### src/sv/bmmd_pkg.sv
package bmmd_pkg;

  localparam int unsigned ADDR_BITS = 20;

  localparam logic [2:0] ACT_CPU_RD = 3'd0;
  localparam logic [2:0] ACT_CPU_WR = 3'd1;
  localparam logic [2:0] ACT_DMA_RD = 3'd2;
  localparam logic [2:0] ACT_DMA_WR = 3'd3;
  localparam logic [2:0] ACT_IO_WR  = 3'd4;
  localparam logic [2:0] ACT_IO_RD  = 3'd5;
  localparam logic [2:0] ACT_BANK   = 3'd6;

  localparam logic [2:0] REG_NONE  = 3'd0;
  localparam logic [2:0] REG_RAM   = 3'd1;
  localparam logic [2:0] REG_VRAM  = 3'd2;
  localparam logic [2:0] REG_KANJI = 3'd3;
  localparam logic [2:0] REG_DIC   = 3'd4;
  localparam logic [2:0] REG_IPL   = 3'd5;
  localparam logic [2:0] REG_EXP   = 3'd6;

  localparam logic [2:0] WIN_KANJI_LO = 3'd7;
  localparam logic [2:0] WIN_KANJI_HI = 3'd6;
  localparam logic [2:0] WIN_DIC_LO   = 3'd5;
  localparam logic [2:0] WIN_DIC_HI   = 3'd4;
  localparam logic [2:0] WIN_EXP      = 3'd3;

  localparam logic [1:0] MODEL_BASE = 2'd0;

  localparam logic [7:0] PORT_DMA_HIGH = 8'h50;
  localparam logic [7:0] PORT_EXP_BANK = 8'hcd;

  localparam logic [7:0] IO_READ_BASE  = 8'hf0;
  localparam logic [7:0] UNMAPPED_READ = 8'hff;

  localparam logic [2:0] REG_IDX_MODEL = 3'd0;

  typedef struct packed {
    logic [2:0] window_select;
    logic [3:0] expansion_bank;
    logic [3:0] dma_high_address;
  } bmmd_state_t;

  localparam bmmd_state_t STATE_RESET = '{
    window_select:    3'd7,
    expansion_bank:   4'd0,
    dma_high_address: 4'd0
  };

  typedef struct packed {
    logic [2:0]           action;
    logic [ADDR_BITS-1:0] address;
    logic [7:0]           data;
  } bmmd_item_t;

  typedef struct packed {
    logic [2:0]           region;
    logic [ADDR_BITS-1:0] offset;
    logic                 write_enable;
    logic [7:0]           read_value;
  } bmmd_result_t;

endpackage

### src/sv/bmmd_if.sv
interface bmmd_req_if;
  import bmmd_pkg::*;

  logic                 valid;
  logic                 ready;
  logic [2:0]           action;
  logic [ADDR_BITS-1:0] address;
  logic [7:0]           data;

  modport source (output valid, output action, output address, output data, input ready);
  modport sink (input valid, input action, input address, input data, output ready);
endinterface

interface bmmd_rsp_if;
  import bmmd_pkg::*;

  logic                 valid;
  logic                 ready;
  logic [2:0]           region;
  logic [ADDR_BITS-1:0] offset;
  logic                 write_enable;
  logic [7:0]           read_value;

  modport source (output valid, output region, output offset, output write_enable,
                  output read_value, input ready);
  modport sink (input valid, input region, input offset, input write_enable,
                input read_value, output ready);
endinterface

### src/sv/banked_memory_map_decoder_core.sv
// An accepted request is held in the item register, then moves to the result register once that is empty or taken.
// Throughput: one request per cycle while rsp.ready is high; decode sits between the two registers.
// Bank and port state updates apply as a request moves to the result register.
// Reset (rst, synchronous): pipeline empty, window select 7, expansion bank 0,
// DMA high address 0, machine model 0.
module banked_memory_map_decoder_core
  import bmmd_pkg::*;
(
  input  logic        clk,
  input  logic        rst,
  bmmd_req_if.sink    req,
  bmmd_rsp_if.source  rsp,
  input  logic        psel,
  input  logic        penable,
  input  logic        pwrite,
  input  logic [2:0]  paddr,
  input  logic [31:0] pwdata,
  output logic [31:0] prdata,
  output logic        pready
);

  logic         [1:0] machine_model;
  bmmd_item_t   item;
  logic         item_valid;
  bmmd_state_t  state;
  bmmd_state_t  state_next;
  bmmd_result_t result_next;
  bmmd_result_t result;
  logic         result_valid;
  logic         advance;

  bmmd_cfg u_cfg (
    .clk           (clk),
    .rst           (rst),
    .psel          (psel),
    .penable       (penable),
    .pwrite        (pwrite),
    .paddr         (paddr),
    .pwdata        (pwdata),
    .prdata        (prdata),
    .pready        (pready),
    .machine_model (machine_model)
  );

  bmmd_decode u_decode (
    .machine_model (machine_model),
    .item          (item),
    .state         (state),
    .result        (result_next),
    .state_next    (state_next)
  );

  assign advance   = !result_valid || rsp.ready;
  assign req.ready = !item_valid || advance;

  always_ff @(posedge clk) begin
    if (rst) begin
      item_valid   <= 1'b0;
      result_valid <= 1'b0;
      state        <= STATE_RESET;
    end else begin
      if (req.ready) begin
        item_valid <= req.valid;
      end
      if (advance) begin
        result_valid <= item_valid;
        if (item_valid) begin
          state <= state_next;
        end
      end
    end
  end

  always_ff @(posedge clk) begin
    if (req.valid && req.ready) begin
      item.action  <= req.action;
      item.address <= req.address;
      item.data    <= req.data;
    end
    if (advance && item_valid) begin
      result <= result_next;
    end
  end

  assign rsp.valid        = result_valid;
  assign rsp.region       = result.region;
  assign rsp.offset       = result.offset;
  assign rsp.write_enable = result.write_enable;
  assign rsp.read_value   = result.read_value;

  a_we_writable: assert property (@(posedge clk) disable iff (rst)
    (result_valid && result.write_enable) |->
      (result.region == REG_RAM || result.region == REG_VRAM || result.region == REG_EXP))
    else $error("write enable on a non-writable region");

  a_none_clean: assert property (@(posedge clk) disable iff (rst)
    (result_valid && result.region == REG_NONE) |->
      (!result.write_enable && result.offset == '0))
    else $error("unmapped result carries offset or write enable");

  a_state_hold: assert property (@(posedge clk) disable iff (rst)
    !(advance && item_valid) |=> $stable(state))
    else $error("bank state changed without a request moving on");

  a_state_reset: assert property (@(posedge clk)
    rst |=> (state == STATE_RESET && !item_valid && !result_valid))
    else $error("reset did not restore state");

  a_ready_when_empty: assert property (@(posedge clk) disable iff (rst)
    !result_valid |-> req.ready)
    else $error("request stalled while result register empty");

endmodule

### src/sv/bmmd_cfg.sv
module bmmd_cfg
  import bmmd_pkg::*;
(
  input  logic        clk,
  input  logic        rst,
  input  logic        psel,
  input  logic        penable,
  input  logic        pwrite,
  input  logic [2:0]  paddr,
  input  logic [31:0] pwdata,
  output logic [31:0] prdata,
  output logic        pready,
  output logic [1:0]  machine_model
);

  logic model_sel;

  assign pready    = 1'b1;
  assign model_sel = (paddr[2] == REG_IDX_MODEL[0]);

  always_ff @(posedge clk) begin
    if (rst) begin
      machine_model <= MODEL_BASE;
    end else if (psel && penable && pwrite && model_sel) begin
      machine_model <= pwdata[1:0];
    end
  end

  always_comb begin
    prdata = '0;
    if (model_sel) begin
      prdata[1:0] = machine_model;
    end
  end

endmodule

### src/sv/bmmd_decode.sv
module bmmd_decode
  import bmmd_pkg::*;
(
  input  logic [1:0]   machine_model,
  input  bmmd_item_t   item,
  input  bmmd_state_t  state,
  output bmmd_result_t result,
  output bmmd_state_t  state_next
);

  logic                 has_exp;
  logic                 large_ipl;
  logic [ADDR_BITS-1:0] a;
  logic [2:0]           map_region;
  logic [ADDR_BITS-1:0] map_offset;
  logic                 is_write;

  assign has_exp   = (machine_model != MODEL_BASE);
  assign large_ipl = machine_model[1];
  assign is_write  = item.action[0];
  assign a = item.action[1] ? {state.dma_high_address, item.address[15:0]} : item.address;

  always_comb begin
    map_region = REG_NONE;
    map_offset = '0;
    if (!a[19] || (has_exp && a[19:17] == 3'b100)) begin
      map_region = REG_RAM;
      map_offset = a;
    end else if (a[19:17] == 3'b101) begin
      unique case (state.window_select)
        WIN_KANJI_LO: begin
          map_region = REG_KANJI;
          map_offset = {3'b000, a[16:0]};
        end
        WIN_KANJI_HI: begin
          map_region = REG_KANJI;
          map_offset = {3'b001, a[16:0]};
        end
        WIN_DIC_LO: begin
          map_region = REG_DIC;
          map_offset = {3'b000, a[16:0]};
        end
        WIN_DIC_HI: begin
          map_region = REG_DIC;
          map_offset = {3'b001, a[16:0]};
        end
        WIN_EXP: begin
          if (has_exp) begin
            map_region = REG_EXP;
            map_offset = {state.expansion_bank[3:1], a[16:0]};
          end
        end
        default: begin
          map_region = REG_NONE;
        end
      endcase
    end else if (a[19:18] == 2'b11 && a[17:16] != 2'b11) begin
      map_region = REG_VRAM;
      map_offset = {2'b00, a[17:0]};
    end else if (large_ipl && a[19:15] == 5'b11111) begin
      map_region = REG_IPL;
      map_offset = {5'b00000, a[14:0]};
    end else if (a[19:14] == 6'b111111) begin
      map_region = REG_IPL;
      map_offset = {6'b000000, a[13:0]};
    end
  end

  always_comb begin
    result     = '0;
    state_next = state;
    unique case (item.action)
      ACT_CPU_RD, ACT_CPU_WR, ACT_DMA_RD, ACT_DMA_WR: begin
        if (is_write) begin
          if (map_region == REG_RAM || map_region == REG_VRAM || map_region == REG_EXP) begin
            result.region       = map_region;
            result.offset       = map_offset;
            result.write_enable = 1'b1;
          end
        end else if (map_region == REG_NONE) begin
          result.read_value = UNMAPPED_READ;
        end else begin
          result.region = map_region;
          result.offset = map_offset;
        end
      end
      ACT_IO_WR: begin
        if (item.address[7:0] == PORT_DMA_HIGH) begin
          state_next.dma_high_address = item.data[7:4];
        end else if (item.address[7:0] == PORT_EXP_BANK && has_exp) begin
          state_next.expansion_bank = item.data[3:0];
        end
      end
      ACT_IO_RD: begin
        result.read_value = IO_READ_BASE | {4'h0, state.expansion_bank};
      end
      ACT_BANK: begin
        state_next.window_select = item.data[7:5];
      end
      default: begin
        result = '0;
      end
    endcase
  end

endmodule

### src/flat_wrapper.sv
// flat-port wrapper written by rule: the top's interface ports become plain ports
module banked_memory_map_decoder_core_flat import bmmd_pkg::*;
  (clk, rst, psel, penable, pwrite, paddr, pwdata, prdata, pready, req_valid, req_action, req_address, req_data, req_ready, rsp_valid, rsp_region, rsp_offset, rsp_write_enable, rsp_read_value, rsp_ready);
  bmmd_req_if req_i ();
  bmmd_rsp_if rsp_i ();
  input  logic clk;
  input  logic rst;
  input  logic psel;
  input  logic penable;
  input  logic pwrite;
  input  logic [2:0] paddr;
  input  logic [31:0] pwdata;
  output logic [31:0] prdata;
  output logic pready;
  input wire logic [$bits(req_i.valid)-1:0] req_valid;
  input wire logic [$bits(req_i.action)-1:0] req_action;
  input wire logic [$bits(req_i.address)-1:0] req_address;
  input wire logic [$bits(req_i.data)-1:0] req_data;
  output wire logic [$bits(req_i.ready)-1:0] req_ready;
  output wire logic [$bits(rsp_i.valid)-1:0] rsp_valid;
  output wire logic [$bits(rsp_i.region)-1:0] rsp_region;
  output wire logic [$bits(rsp_i.offset)-1:0] rsp_offset;
  output wire logic [$bits(rsp_i.write_enable)-1:0] rsp_write_enable;
  output wire logic [$bits(rsp_i.read_value)-1:0] rsp_read_value;
  input wire logic [$bits(rsp_i.ready)-1:0] rsp_ready;
  assign req_i.valid = req_valid;
  assign req_i.action = req_action;
  assign req_i.address = req_address;
  assign req_i.data = req_data;
  assign req_ready = req_i.ready;
  assign rsp_valid = rsp_i.valid;
  assign rsp_region = rsp_i.region;
  assign rsp_offset = rsp_i.offset;
  assign rsp_write_enable = rsp_i.write_enable;
  assign rsp_read_value = rsp_i.read_value;
  assign rsp_i.ready = rsp_ready;
  banked_memory_map_decoder_core u_core (.clk(clk), .rst(rst), .req(req_i), .rsp(rsp_i), .psel(psel), .penable(penable), .pwrite(pwrite), .paddr(paddr), .pwdata(pwdata), .prdata(prdata), .pready(pready));
endmodule
### config.mk
export PLATFORM = sky130hd
export DESIGN_NAME = banked_memory_map_decoder_core_flat
export DESIGN_NICKNAME = d
export VERILOG_FILES = /design/src/sv/bmmd_pkg.sv /design/src/sv/bmmd_if.sv /design/src/sv/banked_memory_map_decoder_core.sv /design/src/sv/bmmd_cfg.sv /design/src/sv/bmmd_decode.sv /design/src/flat_wrapper.sv
export SDC_FILE = /design/constraint.sdc
export NUM_CORES = 1
export LEC_CHECK = 0
export BUFFER_PORTS_ARGS = -buffer_cell sky130_fd_sc_hd__clkbuf_2
export CAP_MARGIN = 20
export CORE_ASPECT_RATIO = 0.7
export CORE_MARGIN = 2
export CORE_UTILIZATION = 41
export CTS_BUF_LIST = sky130_fd_sc_hd__clkbuf_16
export DETAILED_ROUTE_END_ITERATION = 10
export GPL_ROUTABILITY_DRIVEN = 0
export HOLD_SLACK_MARGIN = 0.15
export PLACE_DENSITY_LB_ADDON = 0.2
export SLEW_MARGIN = 20
export SYNTH_ARGS = -nofsm -noshare
export SYNTH_HDL_FRONTEND = slang
export SYNTH_SLANG_ARGS = --single-unit
export TNS_END_PERCENT = 20
### constraint.sdc
create_clock -name clk -period 5.21 [get_ports clk]
set_input_delay 1.042 -clock clk [delete_from_list [all_inputs] [get_ports clk]]
set_output_delay 1.042 -clock clk [all_outputs]
set_load 0.05 [all_outputs]
After elaboration in Yosys (flattened, before gate mapping)
Cells that the tools add are included.
{"block": "classes", "n_eq_ne": 22, "n_mux": 22, "n_bitwise": 2, "reduce_logical": 29}
{"cell": "20-bit 2-to-1 mux", "n": 4}
{"cell": "20-bit one-hot mux with 3 select lines", "n": 1}
{"cell": "23-bit 2-to-1 mux", "n": 2}
{"cell": "3-bit equality test, second input constant", "n": 10}
{"cell": "24-bit 2-to-1 mux", "n": 1}
{"cell": "18-bit 2-to-1 mux", "n": 1}
{"cell": "3-bit 2-to-1 mux", "n": 6}
{"cell": "8-bit 2-to-1 mux", "n": 2}
{"cell": "8-bit one-hot mux with 2 select lines", "n": 1}
{"cell": "15-bit 2-to-1 mux", "n": 1}
{"cell": "14-bit 2-to-1 mux", "n": 1}
{"cell": "3-bit by 2-bit equality test with 1-bit output, second input constant", "n": 4}
{"cell": "1-bit logical AND", "n": 9}
{"cell": "3-bit one-hot mux with 3 select lines", "n": 1}
{"cell": "8-bit by 7-bit equality test with 1-bit output, second input constant", "n": 1}
{"cell": "8-bit equality test, second input constant", "n": 1}
{"cell": "2-bit OR reduction", "n": 4}
{"cell": "3-bit by 1-bit equality test with 1-bit output, second input constant", "n": 2}
{"cell": "6-bit equality test, second input constant", "n": 1}
{"cell": "3-bit logical NOT", "n": 2}
{"cell": "5-bit equality test, second input constant", "n": 1}
{"cell": "1-bit logical OR", "n": 5}
{"cell": "5-bit AND reduction", "n": 1}
{"cell": "4-bit AND reduction", "n": 1}
{"cell": "other kinds (9)", "n": 12}
{"block": "word_totals", "ff_bits": 78, "inputBits": 73, "elab_cells": 88}

Depth between registers and ports, before layout
Gate-level depths: netlist of run 1.
{"block": "logic_depth", "word_depth": 12, "mapped_depth": 7}

By module
A second synthesis of run 1 with hierarchy kept.
{"block": "hier_totals", "cells_unflattened": 296, "area_unflattened_um2": 3886.2}
{"mod": "banked_memory_map_decoder_core", "n_inst": 1, "cells_each": 120, "area_per_inst_um2": 2466.1, "seq_area_each_um2": 2152.1}
{"mod": "bmmd_decode", "n_inst": 1, "cells_each": 132, "area_per_inst_um2": 1067.3, "seq_area_each_um2": 0.0}
{"mod": "bmmd_cfg", "n_inst": 1, "cells_each": 44, "area_per_inst_um2": 352.8, "seq_area_each_um2": 40.0}

Least setup slack after synthesis of run 1
OpenSTA, ideal clock, no wires.
{"block": "synth_timing", "path_type": "input to register", "from": "in rsp_ready", "to": "reg u_core.state[10] (netlist name)", "arrival_time_ps": 3243, "slack_ps": 1847, "cell_stages": 4, "path_buffers": 0, "cell_sequence": "nor2b_1 nor2b_1 nand3_1 a211o_1"}
{"block": "synth_between", "elab_chain_len": 2}
{"element": "start: declaration", "line_no": "flat_wrapper.sv:25", "text": "input wire logic [$bits(rsp_i.ready)-1:0] rsp_ready;"}
{"element": "1-bit logical OR", "line_no": "banked_memory_map_decoder_core.sv:53", "text": "assign advance = !result_valid || rsp.ready;"}
{"element": "3-bit AND reduction (no source line)"}
No other way between the ends.
A chain may end at the register's enable or synchronous reset.

Worst setup path in the final report of run 1
{"block": "layout_timing", "from": "in rsp_ready", "to": "out req_ready"}
{"block": "layout_between", "elab_chain_len": 2}
{"element": "1-bit logical OR", "line_no": "banked_memory_map_decoder_core.sv:53"}
{"element": "1-bit logical OR", "line_no": "banked_memory_map_decoder_core.sv:54", "text": "assign req.ready = !item_valid || advance;"}
{"element": "end: declaration", "line_no": "flat_wrapper.sv:19", "text": "output wire logic [$bits(req_i.ready)-1:0] req_ready;"}
No other way between the ends.

==> results of run 1 <==
==> cell families (layout without fill, tap and decap cells) <==
group                  after synthesis  in the layout  share of synthesized area (%)
buffers and inverters               48            101                           9.72
other                                2             31                          0.229
AND/OR/NAND/NOR                     93             93                           13.7
multiplexers                        16             16                           4.96
AO/OA/AOI/OAI                       32             32                           7.32
flip-flops                          75             75                           64.0
==> worst min path at each step <==
stage	start	end	cells after the start
after global routing	u_core.item[4]	u_core.state[0]	2
after global placement	u_core.item[1]	u_core.state[5]	2
after detailed placement	u_core.item[4]	u_core.state[0]	2
after CTS	u_core.item[4]	u_core.state[0]	2
after floorplan	u_core.item[4]	u_core.state[0]	2
final	u_core.item[4]	u_core.state[0]	2
==> layer usage <==
metal / wire length [um] / vias up
met5: 0 / -
met1: 2970 / 934
li1: - / 1048
met3: 589 / 9
met4: 97 / 0
met2: 2590 / 110
==> through the flow <==
stage | instances | power, mW
after floorplan | 295 | 0.858
after global placement | 433 | 0.878
after detailed placement | 433 | 0.880
after CTS | 449 | 1.55
after global routing | 449 | 1.59
final | 449 | 1.53
==> worst register-to-register path, stage by stage, from the launching register on <==
cell	delay, ns
edfxtp_1	0.61
nand2b_1	0.29
o32ai_1	0.65
a221o_1	0.38
o211a_2	0.41
nor2_1	0.11
==> report_power, final <==
part	switching, mW	internal, mW	total, mW
logic	0.137	0.0365	0.174
clock network	0.243	0.422	0.665
registers	0.0151	0.679	0.694
total	0.395	1.14	1.53
==> cell type report <==
type                    instances  area (um^2)  share of cell area [%]
repair buffers                 79          403                    10.2
inverters                       6         22.5                   0.570
well taps                     101          126                    3.20
clock inverters                 7         98.8                    2.50
clock buffers                   9          225                    5.70
flip-flops and latches         75         2100                    53.2
multi-input cells             172          972                    24.6
==> state kept, by name, summed over array words and instances (netlist names) <==
name,flops
u_core.rsp.write_enable,1
u_core.rsp.valid,1
u_core.state,11
u_core.item,31
u_core.rsp.offset,20
u_core.rsp.read_value,5
u_core.item_valid,1
u_core.u_cfg.machine_model,2
u_core.rsp.region,3
==> layout by cell type (no fill, tap or decap), types with 3 or more instances in the layout <==
master | synthesis | routed
a211o_1 | 4 | 4
a211oi_1 | 4 | 4
a21o_1 | 4 | 4
a21oi_1 | 5 | 5
buf_4 | 35 | 3
clkbuf_16 | 0 | 9
clkbuf_2 | 0 | 76
conb_1 | 2 | 31
dfxtp_1 | 15 | 15
edfxtp_1 | 60 | 60
inv_1 | 6 | 6
mux2i_1 | 14 | 14
nand2_1 | 25 | 25
nand3_1 | 4 | 4
nand4_1 | 3 | 3
nor2_1 | 34 | 34
nor2b_1 | 8 | 7
==> impl_results.md, run 1 <==
* Status: completed
* Number of stages on the worst setup path at 4
* Met3 usage at approximately 5.8%
* PortBufs at 76
* Post-CTS setup buffer count at 0
* PD cells at about 390 nW/um^2
* Post-synth EDFFs at 60
* CTS buffer count at 9
* CTS tree: yes
* Slew headroom at about half
* Cell accounting for the most synthesized area: edfxtp_1
* Vert. Die Dim at around 79 um
* Fin util at just over 50%
* Setup ws final at 2.37 ns
* Gate Count Post-Synth at ~270
* Die area at ~8700 um^2
* Synth top area share at a little over half
* Synth area leaders: edfxtp_1 (55%), dfxtp_1 (9.1%), buf_4 (8.0%)
* Via/cell ratio at about 4.7
* Placed cell areas at ~3600 um^2
* Hold Path Class: flip-flop to flip-flop
* Global route overflow at 0
* Starting Density at a little over two fifths
* Slowest stage delay, CP at 0.31 ns
* Initial antenna violation count at 0
* Worst Path Arrival at roughly 1.8 ns
* VDD IR-drop max at 0.000168 V
* Largest net degree at the start of global routing at 32
* FILL cells at 717
* Total core area at about 7800 um^2
* CTS Root Cell: clkbuf_16
* Ys flop type: edfxtp_1
* Pleak at about 1.7 nW
* Io pins at 140
* Worst endpoint required time at around 4.2 ns
* Crit-path cells: clkbuf_2 -> nor2b_1 -> nand2_1 -> clkbuf_2
* Clk buf depth at 2
* Final standard cell area without fillers at 3950 um^2
* R2r endpoint: u_core.rsp.offset[1]
* Yosys reg bits at 75
* Startpoint Class: primary input
* Synth warnings at 0
* WL/cell at 13.9 um
* Fin Setup TNS at 0 ns
* Place WS at about 2.4 ns
* Syn avg cell area at roughly 12 um^2
* Period minus WS final at roughly 2.8 ns
* Worst-margin pin slew at around 0.75 ns
* Pre-Repair DR Iteration Count at 5
* Vias in the first global route at ~2000
* Cell mode on critical path: clkbuf_2
* Synth cell types at 44
* Sink Count at 75
* CTS resizes at 0
* Clock Skew at slightly above 0.01 ns
* Cell area after synthesis at approximately 3300 um^2
* ANT cells at 0
* # setup viols final at 0
* Synth-to-Final Area Change at 20.4%
* Worst Path Max Fanout at 5
* Die Width at 111 um
* Top-count cell post-synth: edfxtp_1
* Max-Cap Viols at 0
* DR iter-0 viols at around 120
* CP endpoint: req_ready
* RSZ-0062 raised after global routing: no
* Hold Fails Final Rpt at 0
* Most Crowded Layer GR: met1
* FFs w/ async S/R, synth at 0%
* Hold Slack at just under 0.5 ns
* Seq/Total Area, Yosys at between 60% and 70%
* Vias at 2101
* Length in cells of the worst reg-to-reg path at 5
* FMAX at 353 MHz
* Period utilization at around 54%
* Met2 usage in global routing at 20.8%
* H-tree levels at 3
* Total global-route track usage at between 15 and 20%
* Worst path bufs/invs at 2
* Ratio of cells with drive above 1 in the final layout at between 20% and 30%
* Met1 Use GR at ~22%
* Worst Path Class, Setup: primary input to primary output
* Synth top cells by count: edfxtp_1 (60), buf_4 (35), nor2_1 (34)
* Clock latency at the later pin of the worst-skew pair at 0.34 ns
* Worst Setup End Kind: primary output
* Drc violations at 0
* Routed Antenna Nets at 0
* RR Startpoint: u_core.item[29]
* Dpl hpwl at 4.55 mm
* Crit path from: rsp_ready
* Clk slew on worst S/H paths at around 0.06 ns
* Reg2reg setup slack at between 2 and 3 ns
* Drt total wl at 6.25 mm
* CTS Hold Buffers Added at 0
* Final nets at between 400 and 500
* Global-route wire length before repair at between 10 and 15 mm
* Slowest CP cell: nor2b_1
* CP delay by family, top: simple AND/OR/NAND/NOR gates
* Slew Viols, Final at 0
* # rows at 27
(Power assumes the default switching activity.)
==> run 2, diff against run 1 <==
==> constraint.sdc (replaced) <==
create_clock -name clk -period 2.3 [get_ports clk]
set_input_delay 0.46 -clock clk [delete_from_list [all_inputs] [get_ports clk]]
set_output_delay 0.46 -clock clk [all_outputs]
set_load 0.05 [all_outputs]
==> run 2 against run 1 <==
  * Clock skew down 0.0032 ns
  * Register-to-register slack worse by 2.4 ns
  * Final cell count up 2.0%
  * Routed wire length up 0.51%
  * Sequential power up 130%
  * Design area up 3.8%
==> impl_results.md, run 2 (synthesis results as in run 1) <==
* Dpl hpwl at 4.62 mm (+1.5%)
* Startpoint Class: flip-flop
* Vert. Die Dim at 78.9 um (unchanged)
* Final nets at 425 (+2.2%)
* Total core area at 7800 um^2 (unchanged)
* Flip-flop count of the largest register after layout at 31 (unchanged)
* Final standard cell area without fillers at 4100 um^2 (+3.8%)
* Hold Fails Final Rpt at 0 (unchanged)
* Starting Density at 42.1% (unchanged)
* H-tree levels at 3 (unchanged)
* # rows at 27 (unchanged)
* CTS buffer count at 9 (unchanged)
* Most common cell after layout, fill and taps aside: clkbuf_2
* Pre-Repair DR Iteration Count at 4 (-1)
* Routed Antenna Nets at 0 (unchanged)
* Top reg by flops: u_core.item
* Clk buf depth at 2 (unchanged)
* Met1 Use GR at 22.6% (+0.25 points)
* Vias at 2155 (+2.6%)
* Clock latency at the later pin of the worst-skew pair at 0.33 ns (about the same)
* RSZ-0062 raised after global routing: no
* # setup viols final at 0 (unchanged)
* Die Width at 111 um (unchanged)
* Total global-route track usage at 15.1% (-0.067 points)
* Commonest non-fill, non-tap cells in the layout: clkbuf_2 (76), edfxtp_1 (60), nor2_1 (34), conb_1 (31), nand2_1 (25)
* Global-route wire length before repair at 10.1 mm (unchanged)
* Length in cells of the worst reg-to-reg path at 6 (+1)
* Hold Path Class: primary input to flip-flop
* Met2 usage in global routing at 20.6% (-0.25 points)
* WL/cell at 13.7 um (-1.5%)
* Max-Cap Viols at 0 (unchanged)
* Pleak at 1.82 nW (+4.4%)
* Worst endpoint required time at 2.38 ns (-1.79 ns)
* Vias in the first global route at 1941 (-0.67%)
* Worst-margin pin slew at 0.749 ns (-0.00493 ns)
* Drc violations at 0 (unchanged)
* Hold wc startpoint: req_address[18]
* Met3 usage at 5.34% (-0.46 points)
* CTS Root Cell: clkbuf_16
* Fin Setup TNS at 0 ns (unchanged)
* Clock Skew at 0.00700 ns (-0.00316 ns)
* Most Crowded Layer GR: met1
* ANT cells at 0 (unchanged)
* Worst Setup End Kind: flip-flop
* CTS tree: yes
* Status: completed
* Via/cell ratio at 4.71 (+0.55%)
* Largest net degree at the start of global routing at 32 (unchanged)
* Worst Hold Endpoint: u_core.item[26]
* Io pins at 140 (unchanged)
* FILL cells at 684 (-4.6%)
* Synth-to-Final Area Change at 24.9%
* Reg2reg setup slack at 0.07 ns (-2.43 ns)
* PD cells at 898 nW/um^2 (+130%)
* Slew headroom at 50.1% (+0.48 points)
* Die area at 8750 um^2 (unchanged)
* CTS Hold Buffers Added at 0 (unchanged)
* Drt total wl at 6.29 mm (+0.51%)
* Period utilization at ~97%
* Sink Count at 75 (unchanged)
* Slew Viols, Final at 0 (unchanged)
* Worst Path Arrival at 2.31 ns (+0.52 ns)
* PortBufs at 76 (unchanged)
* Worst Path Class, Setup: flip-flop to flip-flop
* Worst hold path cell count at 1 (-1)
* Clk slew on worst S/H paths at 0.06 ns (about the same)
* Global route overflow at 0 (unchanged)
* FMAX at between 400 and 500 MHz
* VDD IR-drop max at 0.000351 V (+110%)
* R2r endpoint: u_core.rsp.read_value[6]
* Ratio of cells with drive above 1 in the final layout at 32.5% (+3.5 points)
* Initial antenna violation count at 0 (unchanged)
* DR iter-0 viols at 64 (-48%)
* Period minus WS final at 2.23 ns
* Worst Path Max Fanout at 6 (+1)
* RR Startpoint: u_core.item[29]
* Placed cell areas at 3690 um^2 (+1.8%)
==> run 2: per-layer routing <==
layer / up-vias / part of all wire, %
met1: 995 / 51
li1: 1064 / -
met3: 6 / 7.2
met4: 0 / 1.2
met5: - / 0
met2: 90 / 41
==> run 2: timing repair <==
item	CTS	global route
pin swaps	0	1
endpoints found under the setup margin	1	23
setup buffers	1	0
gates cloned	0	0
resized for setup	0	7
==> run 2: per-stage QoR <==
| step | hold WS, ns | total power [mW] | setup WS, ns | std cells | util (%) |
|---|---|---|---|---|---|
| floorplan | 0.453 | 1.94 | 0.0906 | 295 | - |
| global placement | 0.463 | 2.00 | 0.0434 | 441 | 47.3 |
| detailed placement | 0.472 | 2.00 | 0.0187 | 441 | 47.3 |
| CTS | 0.288 | 3.71 | 0.0135 | 458 | 52.1 |
| global route | 0.288 | 3.80 | 0.00522 | 458 | 52.5 |
| finish | 0.299 | 3.68 | 0.0719 | 458 | 52.5 |
==> run 2: area by class of cell <==
| type | instances | area [um^2] | area share, % |
|---|---|---|---|
| Clock inverter | 7 | 141 | 3.45 |
| Tap cell | 101 | 126 | 3.08 |
| Multi-Input combinational cell | 172 | 1010 | 24.7 |
| Clock buffer | 9 | 225 | 5.49 |
| Timing Repair Buffer | 88 | 470 | 11.5 |
| Sequential cell | 75 | 2100 | 51.3 |
| Inverter | 6 | 22.5 | 0.549 |
==> run 2: report_power, final <==
part	internal, mW	switching (mW)	total, mW
clock	1.17	0.530	1.70
sequential	1.54	0.0297	1.57
combinational	0.0946	0.321	0.415
total	2.80	0.881	3.68
==> run 2: worst max path at each step <==
| stage | start | to | slack, ns | cells past startpoint |
|---|---|---|---|---|
| global route | u_core.item[29] | u_core.rsp.read_value[6] | 0.005 | 6 |
| global placement | u_core.item[29] | u_core.rsp.offset[3] | 0.04 | 6 |
| CTS | u_core.item[29] | u_core.rsp.write_enable | 0.01 | 6 |
| finish | u_core.item[29] | u_core.rsp.read_value[6] | 0.07 | 6 |
| detailed placement | u_core.item[29] | u_core.rsp.write_enable | 0.02 | 6 |
| floorplan | u_core.rsp.valid | u_core.item[0] | 0.09 | 3 |
==> run 2: worst max-delay path, stage by stage (launching register included) <==
cell and delay (ns):
edfxtp_1 0.48, buf_4 0.21, mux2i_2 0.16, a211o_1 0.31, a221o_1 0.40, and4_4 0.19, or2_1 0.22
